==> config.mk <==
export PLATFORM = sky130hd
export DESIGN_NAME = selective_repeat_sender_window_core
export DESIGN_NICKNAME = d
export VERILOG_FILES = /design/src/rtl/srsw_pkg.sv /design/src/rtl/srsw_ctrl.sv /design/src/rtl/srsw_dp.sv /design/src/rtl/selective_repeat_sender_window_core.sv
export VERILOG_INCLUDE_DIRS = /design/src /design/src/rtl
export SDC_FILE = /design/constraint.sdc
export NUM_CORES = 1
export LEC_CHECK = 0
export BUFFER_PORTS_ARGS = -buffer_cell sky130_fd_sc_hd__buf_2
export CORE_ASPECT_RATIO = 0.6
export CORE_MARGIN = 2
export CORE_UTILIZATION = 55
export CTS_BUF_LIST = sky130_fd_sc_hd__clkbuf_8
export CTS_CLUSTER_SIZE = 10
export DETAILED_ROUTE_END_ITERATION = 12
export PLACE_DENSITY = 0.75
export SYNTH_ARGS = -nofsm -noshare
export SYNTH_HDL_FRONTEND = slang
export SYNTH_SLANG_ARGS = --single-unit
==> constraint.sdc <==
create_clock -name clk -period 10.03 [get_ports clk]
set_input_delay 2.5075 -clock clk [delete_from_list [all_inputs] [get_ports clk]]
set_output_delay 2.5075 -clock clk [all_outputs]
set_load 0.1 [all_outputs]
==> src/rtl/assert_macros.svh <==
//------------------------------------------------------------------------------
// Assertion macros
// Shared concurrent assertion shorthands. Each use expects clk and rst in scope.
//------------------------------------------------------------------------------
`ifndef ASSERT_MACROS_SVH
`define ASSERT_MACROS_SVH

// Check a condition at every clock edge outside reset.
`define ASSERT_HOLDS(name, cond, msg) \
  name: assert property (@(posedge clk) disable iff (rst) (cond)) else $error(msg);

// Check a consequence in the same cycle as its trigger.
`define ASSERT_SAME(name, ante, cons, msg) \
  name: assert property (@(posedge clk) disable iff (rst) (ante) |-> (cons)) else $error(msg);

// Check a consequence in the cycle after its trigger.
`define ASSERT_NEXT(name, ante, cons, msg) \
  name: assert property (@(posedge clk) disable iff (rst) (ante) |=> (cons)) else $error(msg);

`endif

==> src/rtl/srsw_pkg.sv <==
//------------------------------------------------------------------------------
// srsw_pkg
// Widths, request codes and the controller command bundle of the
// selective-repeat sender window.
//------------------------------------------------------------------------------
package srsw_pkg;

  localparam int SEQ_BITS     = 3;
  localparam int PAYLOAD_BITS = 32;
  localparam int SEQ_SPACE    = 1 << SEQ_BITS;
  localparam int HALF_SPACE   = 1 << (SEQ_BITS - 1);
  localparam int CFG_BITS     = 3;
  localparam int WIN_BITS     = (CFG_BITS > SEQ_BITS) ? CFG_BITS : SEQ_BITS;
  localparam int REQ_BITS     = 2;

  localparam logic [CFG_BITS-1:0] WINDOW_RESET = CFG_BITS'(4);

  typedef logic [REQ_BITS-1:0] req_code_t;

  localparam req_code_t REQ_SEND    = 2'd0;
  localparam req_code_t REQ_ACK     = 2'd1;
  localparam req_code_t REQ_TIMEOUT = 2'd2;

  // capture: latch the accepted item and read its buffered payload
  // commit:  update the window and load the result register
  typedef struct packed {
    logic capture;
    logic commit;
  } srsw_cmd_t;

endpackage

==> src/rtl/srsw_ctrl.sv <==
//------------------------------------------------------------------------------
// srsw_ctrl
// Handshake controller: accept one item, execute it, hand the result over.
//------------------------------------------------------------------------------
`include "assert_macros.svh"

module srsw_ctrl (
  input  logic                clk,
  input  logic                rst,
  input  logic                in_valid,
  output logic                in_ready,
  output logic                out_valid,
  input  logic                out_ready,
  output srsw_pkg::srsw_cmd_t cmd
);
  import srsw_pkg::*;

  typedef enum logic {
    IDLE,
    EXEC
  } state_t;

  state_t state;

  always_comb begin
    cmd.capture = in_valid && in_ready;
    cmd.commit  = (state == EXEC) && (!out_valid || out_ready);
  end

  always_ff @(posedge clk) begin
    if (rst) begin
      state     <= IDLE;
      in_ready  <= 1'b1;
      out_valid <= 1'b0;
    end else begin
      unique case (state)
        IDLE: begin
          if (cmd.capture) begin
            state    <= EXEC;
            in_ready <= 1'b0;
          end
          if (out_ready) begin
            out_valid <= 1'b0;
          end
        end
        EXEC: begin
          if (cmd.commit) begin
            state     <= IDLE;
            in_ready  <= 1'b1;
            out_valid <= 1'b1;
          end
        end
        default: begin
          state    <= IDLE;
          in_ready <= 1'b1;
        end
      endcase
    end
  end

  `ASSERT_SAME(a_ready_only_idle, in_ready, state == IDLE, "ready outside idle")
  `ASSERT_NEXT(a_capture_exec, cmd.capture, (state == EXEC) && !in_ready, "capture lost")
  `ASSERT_NEXT(a_valid_from_commit, !out_valid && !cmd.commit, !out_valid, "spurious result")

endmodule

==> src/rtl/srsw_dp.sv <==
//------------------------------------------------------------------------------
// srsw_dp
// Window datapath: sequence state, acknowledged marks, payload buffer and
// result register.
//------------------------------------------------------------------------------
`include "assert_macros.svh"

module srsw_dp (
  input  logic                                clk,
  input  logic                                rst,
  input  srsw_pkg::srsw_cmd_t                 cmd,
  input  logic                                cfg_we,
  input  logic [srsw_pkg::CFG_BITS-1:0]       cfg_data,
  input  logic [srsw_pkg::REQ_BITS-1:0]       req_type,
  input  logic [srsw_pkg::PAYLOAD_BITS-1:0]   send_payload,
  input  logic [srsw_pkg::SEQ_BITS-1:0]       ack_number,
  input  logic                                ack_intact,
  input  logic [srsw_pkg::SEQ_BITS-1:0]       timeout_seq,
  output logic                                send_accepted,
  output logic                                tx_valid,
  output logic [srsw_pkg::SEQ_BITS-1:0]       tx_seq,
  output logic [srsw_pkg::PAYLOAD_BITS-1:0]   tx_payload,
  output logic                                timer_start,
  output logic                                timer_stop,
  output logic [srsw_pkg::SEQ_BITS-1:0]       timer_seq,
  output logic [srsw_pkg::SEQ_BITS-1:0]       window_base,
  output logic [srsw_pkg::SEQ_BITS-1:0]       next_seq_out
);
  import srsw_pkg::*;

  // window state
  logic [CFG_BITS-1:0]     window_size;
  logic [SEQ_BITS-1:0]     base_seq;
  logic [SEQ_BITS-1:0]     next_seq;
  logic [SEQ_SPACE-1:0]    acked_marks;
  logic [PAYLOAD_BITS-1:0] sent_buffer [SEQ_SPACE];

  // captured item
  req_code_t               req_q;
  logic [PAYLOAD_BITS-1:0] pay_q;
  logic [SEQ_BITS-1:0]     ack_q;
  logic                    intact_q;
  logic [SEQ_BITS-1:0]     tseq_q;
  logic [PAYLOAD_BITS-1:0] rd_q;

  // execute-cycle logic
  logic [WIN_BITS-1:0]     win_raw;
  logic [WIN_BITS-1:0]     eff_win;
  logic [SEQ_BITS-1:0]     occ;
  logic [SEQ_BITS-1:0]     ack_dist;
  logic [SEQ_BITS-1:0]     tseq_dist;
  logic                    send_ok;
  logic                    ack_ok;
  logic                    tmo_ok;
  logic                    slide;
  logic [SEQ_SPACE-1:0]    marks_set;
  logic [SEQ_SPACE-1:0]    marks_rot;
  logic [SEQ_SPACE-1:0]    marks_next;
  logic [SEQ_BITS:0]       run_len;
  logic                    run_open;
  logic [SEQ_BITS-1:0]     base_next;
  logic [SEQ_BITS-1:0]     pos_dist;

  always_comb begin
    win_raw = WIN_BITS'(window_size);
    if (win_raw == '0) begin
      eff_win = WIN_BITS'(1);
    end else if (win_raw > WIN_BITS'(HALF_SPACE)) begin
      eff_win = WIN_BITS'(HALF_SPACE);
    end else begin
      eff_win = win_raw;
    end
  end

  assign occ       = next_seq - base_seq;
  assign ack_dist  = ack_q - base_seq;
  assign tseq_dist = tseq_q - base_seq;

  always_comb begin
    send_ok = 1'b0;
    ack_ok  = 1'b0;
    tmo_ok  = 1'b0;
    unique case (req_q)
      REQ_SEND:    send_ok = WIN_BITS'(occ) < eff_win;
      REQ_ACK:     ack_ok  = intact_q && (ack_dist < occ);
      REQ_TIMEOUT: tmo_ok  = (tseq_dist < occ) && !acked_marks[tseq_q];
      default: begin
        send_ok = 1'b0;
      end
    endcase
  end

  // Mark the acknowledged entry, then slide the base past the run of marks.
  always_comb begin
    marks_set = acked_marks;
    if (ack_ok) begin
      marks_set[ack_q] = 1'b1;
    end
    slide = ack_ok && (ack_q == base_seq);

    for (int i = 0; i < SEQ_SPACE; i++) begin
      marks_rot[i] = marks_set[SEQ_BITS'(base_seq + SEQ_BITS'(i))];
    end

    run_len  = '0;
    run_open = 1'b1;
    for (int i = 0; i < SEQ_SPACE; i++) begin
      if (run_open && marks_rot[i]) begin
        run_len = run_len + 1'b1;
      end else begin
        run_open = 1'b0;
      end
    end

    for (int j = 0; j < SEQ_SPACE; j++) begin
      pos_dist = SEQ_BITS'(j) - base_seq;
      if (slide && ({1'b0, pos_dist} < run_len)) begin
        marks_next[j] = 1'b0;
      end else begin
        marks_next[j] = marks_set[j];
      end
    end

    base_next = slide ? base_seq + run_len[SEQ_BITS-1:0] : base_seq;
  end

  always_ff @(posedge clk) begin
    if (rst) begin
      window_size <= WINDOW_RESET;
      base_seq    <= '0;
      next_seq    <= '0;
      acked_marks <= '0;
    end else begin
      if (cfg_we) begin
        window_size <= cfg_data;
      end
      if (cmd.commit) begin
        base_seq    <= base_next;
        acked_marks <= marks_next;
        if (send_ok) begin
          next_seq <= next_seq + 1'b1;
        end
      end
    end
  end

  // payload buffer: read at capture, write on an accepted send
  always_ff @(posedge clk) begin
    if (cmd.commit && send_ok) begin
      sent_buffer[next_seq] <= pay_q;
    end
    if (cmd.capture) begin
      rd_q <= sent_buffer[timeout_seq];
    end
  end

  always_ff @(posedge clk) begin
    if (cmd.capture) begin
      req_q    <= req_type;
      pay_q    <= send_payload;
      ack_q    <= ack_number;
      intact_q <= ack_intact;
      tseq_q   <= timeout_seq;
    end
  end

  // result register
  always_ff @(posedge clk) begin
    if (cmd.commit) begin
      send_accepted <= send_ok;
      tx_valid      <= send_ok || tmo_ok;
      timer_start   <= send_ok || tmo_ok;
      timer_stop    <= ack_ok;
      window_base   <= base_next;
      next_seq_out  <= send_ok ? next_seq + 1'b1 : next_seq;
      if (send_ok) begin
        tx_seq     <= next_seq;
        tx_payload <= pay_q;
        timer_seq  <= next_seq;
      end else if (tmo_ok) begin
        tx_seq     <= tseq_q;
        tx_payload <= rd_q;
        timer_seq  <= tseq_q;
      end else if (ack_ok) begin
        tx_seq     <= '0;
        tx_payload <= '0;
        timer_seq  <= ack_q;
      end else begin
        tx_seq     <= '0;
        tx_payload <= '0;
        timer_seq  <= '0;
      end
    end
  end

  `ASSERT_HOLDS(a_occupancy, WIN_BITS'(occ) <= WIN_BITS'(HALF_SPACE), "window overrun")
  `ASSERT_HOLDS(a_base_unmarked, !acked_marks[base_seq], "base left marked")
  `ASSERT_NEXT(a_next_advance, cmd.commit && send_ok,
               next_seq == SEQ_BITS'($past(next_seq) + 1'b1), "next not advanced")

endmodule

==> src/rtl/selective_repeat_sender_window_core.sv <==
//------------------------------------------------------------------------------
// selective_repeat_sender_window_core
// Sender side of a selective-repeat ARQ window.
//------------------------------------------------------------------------------
// Each accepted item yields exactly one result item. The accept edge latches
// the request and reads the payload buffer; the commit edge, once the result
// register is free, applies the request to the window and loads the result
// register. A new item is taken in the cycle after the commit, not before the
// last one is through; a result that is not taken holds the block in its
// execute state. The single buffer read port, addressed at accept time, serves
// the accept step; the mark update and base slide over the acknowledged bitmap
// serve the commit step. window_size is to be written through cfg_we/cfg_data
// only while idle; the block itself does not enforce this. 0 acts as 1, and
// values above half the sequence space act as half of it.
//------------------------------------------------------------------------------
module selective_repeat_sender_window_core (
  input  logic                                clk,
  input  logic                                rst,
  // configuration
  input  logic                                cfg_we,
  input  logic [srsw_pkg::CFG_BITS-1:0]       cfg_data,
  // request channel
  input  logic                                in_valid,
  output logic                                in_ready,
  input  logic [srsw_pkg::REQ_BITS-1:0]       req_type,
  input  logic [srsw_pkg::PAYLOAD_BITS-1:0]   send_payload,
  input  logic [srsw_pkg::SEQ_BITS-1:0]       ack_number,
  input  logic                                ack_intact,
  input  logic [srsw_pkg::SEQ_BITS-1:0]       timeout_seq,
  // result channel
  output logic                                out_valid,
  input  logic                                out_ready,
  output logic                                send_accepted,
  output logic                                tx_valid,
  output logic [srsw_pkg::SEQ_BITS-1:0]       tx_seq,
  output logic [srsw_pkg::PAYLOAD_BITS-1:0]   tx_payload,
  output logic                                timer_start,
  output logic                                timer_stop,
  output logic [srsw_pkg::SEQ_BITS-1:0]       timer_seq,
  output logic [srsw_pkg::SEQ_BITS-1:0]       window_base,
  output logic [srsw_pkg::SEQ_BITS-1:0]       next_seq_out
);
  import srsw_pkg::*;

  srsw_cmd_t cmd;

  // Sequence the handshakes: capture on accept, commit when the result
  // register is free, release the result on out_ready.
  srsw_ctrl u_ctrl (
    .clk       (clk),
    .rst       (rst),
    .in_valid  (in_valid),
    .in_ready  (in_ready),
    .out_valid (out_valid),
    .out_ready (out_ready),
    .cmd       (cmd)
  );

  // Hold the window state, payload buffer and result register; execute the
  // send, acknowledge and timeout requests on commit.
  srsw_dp u_dp (
    .clk           (clk),
    .rst           (rst),
    .cmd           (cmd),
    .cfg_we        (cfg_we),
    .cfg_data      (cfg_data),
    .req_type      (req_type),
    .send_payload  (send_payload),
    .ack_number    (ack_number),
    .ack_intact    (ack_intact),
    .timeout_seq   (timeout_seq),
    .send_accepted (send_accepted),
    .tx_valid      (tx_valid),
    .tx_seq        (tx_seq),
    .tx_payload    (tx_payload),
    .timer_start   (timer_start),
    .timer_stop    (timer_stop),
    .timer_seq     (timer_seq),
    .window_base   (window_base),
    .next_seq_out  (next_seq_out)
  );

endmodule
==> reports/results.tsv <==
metric	value	unit
outcome	complete, no violations	
CP max stage delay	0.75	ns
Final Skew	0.0158	ns
Ports	99	
Die W	227	um
gr usage total	0.231	
DP Wirelength	20.5	mm
Post-synth ARST share	0	
post-synth net total	993	
achievable frequency	117	MHz
cts repair resizes	0	
fin util	0.624	
synthesized flop and latch total	396	
Netlist cell types	64	
H-tree depth	2	
Clock Path Buffers	3	
mean number of vias per cell	5.96	
Post-route DRC	0	
CTS Buf Count	54	
critical path capture point type	register	
Setup Buffers After CTS	0	
top_reg_cell synth	edfxtp_1	
worst-skew pair later-pin latency	0.61	ns
WP data required	10.55	ns
FP Rows	49	
M3 GR Usage	0.0508	
initial antenna violation count	1	
die height	138	um
CP Max Fanout	19	
Final Hold Vio Count	0	
Clock Root Buffer	clkbuf_8	
share of cells above drive strength 1	0.298	
pin count of the biggest net entering global routing	66	
CTS tree	built	
hold bufs inserted after CTS	0	
WS Path Type	register to register	
global-route wire length before repair	53.8	mm
grt total ovfl	0	
area post-placement	17500	um2
Final ANT Viol Nets	0	
Worst Hold Class	register to register	
1st-iter DRT viols	872	
Max IR drop VDD	0.116	mV
Num Clock Sinks	396	
mapped cell area	16500	um2
Final Cell Area	18600	um2
CP Launch Point	u_dp.base_seq[0]	
Leak	6.31	nW
core area	29700	um2
maxcap violations	0	
Power Density	183	nW/um2
fin crit share	0.855	
unrepaired setup endpoints after global routing	no	
Critical-path top delay cell	dfxtp_1	
Starting Density	0.554	
nets@finish	1127	
Placer Congestion	0.928	
drt first pass iters	6	
Slew @ Worst Pin	1.09	ns
ant diodes	0	
flop-to-flop setup slack	1.46	ns
P&R area growth vs syn	12.6	%
EDFF count, synth	376	
Max Transition Viols Final	0	
warnings from Yosys	0	
Avg Synthesized Cell Area	18.1	um2
R2R Path Start	u_dp.base_seq[0]	
met2 usage	0.312	
Seq/Total Area, Yosys	0.709	
HP Start	u_ctrl.out_valid	
Mapped Cells	912	
Setup Viol. Count Final	0	
critical path arrival	9.09	ns
vias in the first global route	8827	
post-layout min period	8.57	ns
met1 usage	0.383	
CTS clk-pin slew, worst paths	0.06	ns
Total Wirelength	34.9	mm
GR peak layer	met1	
via count of the routed design	8893	
port bufs	98	
most frequent CP cell	ha_1	
die area	31400	um2
Slew HR	0.272	
Setup TNS Final	0	ns
average wire per cell in the routed design	23.4	um
critical path startpoint category	register	
==> routing by layer <==
layer | vias to the layer above | share of wire
li1 | 3963 | -
met1 | 4500 | 0.48
met2 | 384 | 0.42
met3 | 46 | 0.085
met4 | 0 | 0.014
met5 | - | 0
==> area by class of cell <==
cell class	count	area, um2
flip-flops and latches	396	11700
fillers	2041	11200
multi-input cells	449	4590
clock buffers	55	757
repair buffers	116	628
well taps	408	510
clock inverters	39	277
inverters	29	109
==> logic make-up after synthesis <==
logic type	count (synthesis)	share of synthesized area
and+or+nand+nor	149	0.0491
muxes	113	0.125
DFF	396	0.709
adders and majority gates	32	0.0266
xor gates and xnor gates	18	0.0100
AOI/OAI and AO/OA	137	0.0641
buffers and inverters	67	0.0157
==> power by group <==
group	internal (mW)	switching (mW)
clock	0.615	0.588
combinational	0.0775	0.210
sequential	1.87	0.0357
==> final timing paths <==
path,to,cells after the start
max,u_dp.acked_marks[7],32
min,u_ctrl.out_valid,2
max reg2reg,u_dp.acked_marks[7],32
min reg2reg,u_ctrl.out_valid,2
==> registers in the layout (all words and copies together), names as in the netlist <==
register,count
u_dp.next_seq,3
u_ctrl.in_ready,1
u_dp.rd_q,32
u_dp.intact_q,1
u_dp.tx_seq,3
u_dp.base_seq,3
u_dp.send_accepted,1
u_dp.tx_payload,32
u_dp.window_base,3
u_ctrl.out_valid,1
u_dp.tx_valid,1
u_dp.win_raw,3
u_dp.tseq_q,3
u_dp.timer_stop,1
u_dp.timer_seq,3
u_dp.sent_buffer,256
u_dp.ack_q,3
u_dp.req_q,2
u_ctrl.state,1
u_dp.acked_marks,8
u_dp.pay_q,32
u_dp.next_seq_out,3
==> critical path: cells and delay by family, from the launching register on <==
family | cells | cell delay [ns]
adder cells (fa/ha/maj) | 7 | 2.30
AO/OA/AOI/OAI | 10 | 2.30
XOR/XNOR | 3 | 1.17
AND/OR/NAND/NOR | 6 | 0.98
flip-flops | 1 | 0.75
multiplexers | 2 | 0.65
buffers and inverters | 4 | 0.30
==> synthesized netlist by cell type (14+ instances only) <==
| cell | count | area (um2) |
|---|---|---|
| a21oi_1 | 20 | 100 |
| mux2_2 | 34 | 383 |
| edfxtp_1 | 376 | 11300 |
| nor2_1 | 42 | 158 |
| nor3_1 | 14 | 70.1 |
| nand2_1 | 27 | 101 |
| dfxtp_1 | 20 | 400 |
| a22o_1 | 35 | 307 |
| mux4_2 | 71 | 1600 |
| clkbuf_1 | 26 | 97.6 |
| ha_1 | 27 | 338 |
| inv_1 | 28 | 105 |
==> stage by stage <==
step           hold WS, ns  power (mW)  setup slack [ns]  cells
2_1_floorplan        0.449        2.15              3.06    912
3_3_place_gp         0.484        2.23              2.00   1398
3_5_place_dp         0.487        2.23              1.68   1398
4_1_cts              0.498        3.43              1.57   1492
5_1_grt              0.548        3.52             0.845   1492
6_report             0.500        3.39              1.46   1492
==> placed cells by master (no fill, tap or decap), drive strengths merged, types with 3 or more instances in the layout <==
cell type  instances
dfxtp             20
nand4              6
a21o               8
a211oi             9
ha                27
clkinv            17
mux2              34
nor2b              4
nor3              16
o311ai             5
clkbuf            55
o21a               4
or2               10
nor3b              5
xnor2             10
mux4              71
a311oi             3
nand3b             3
fa                 5
inv               47
bufinv             4
edfxtp           376
nand3             12
a31oi              6
a2111oi            4
nand2b             9
nor2              42
a22o              35
o21ai             13
xor2               8
o32ai              4
mux2i              8
nand2             27
and2               4
a21oi             20
buf              116
o211ai            14
(Power assumes the default switching activity.)
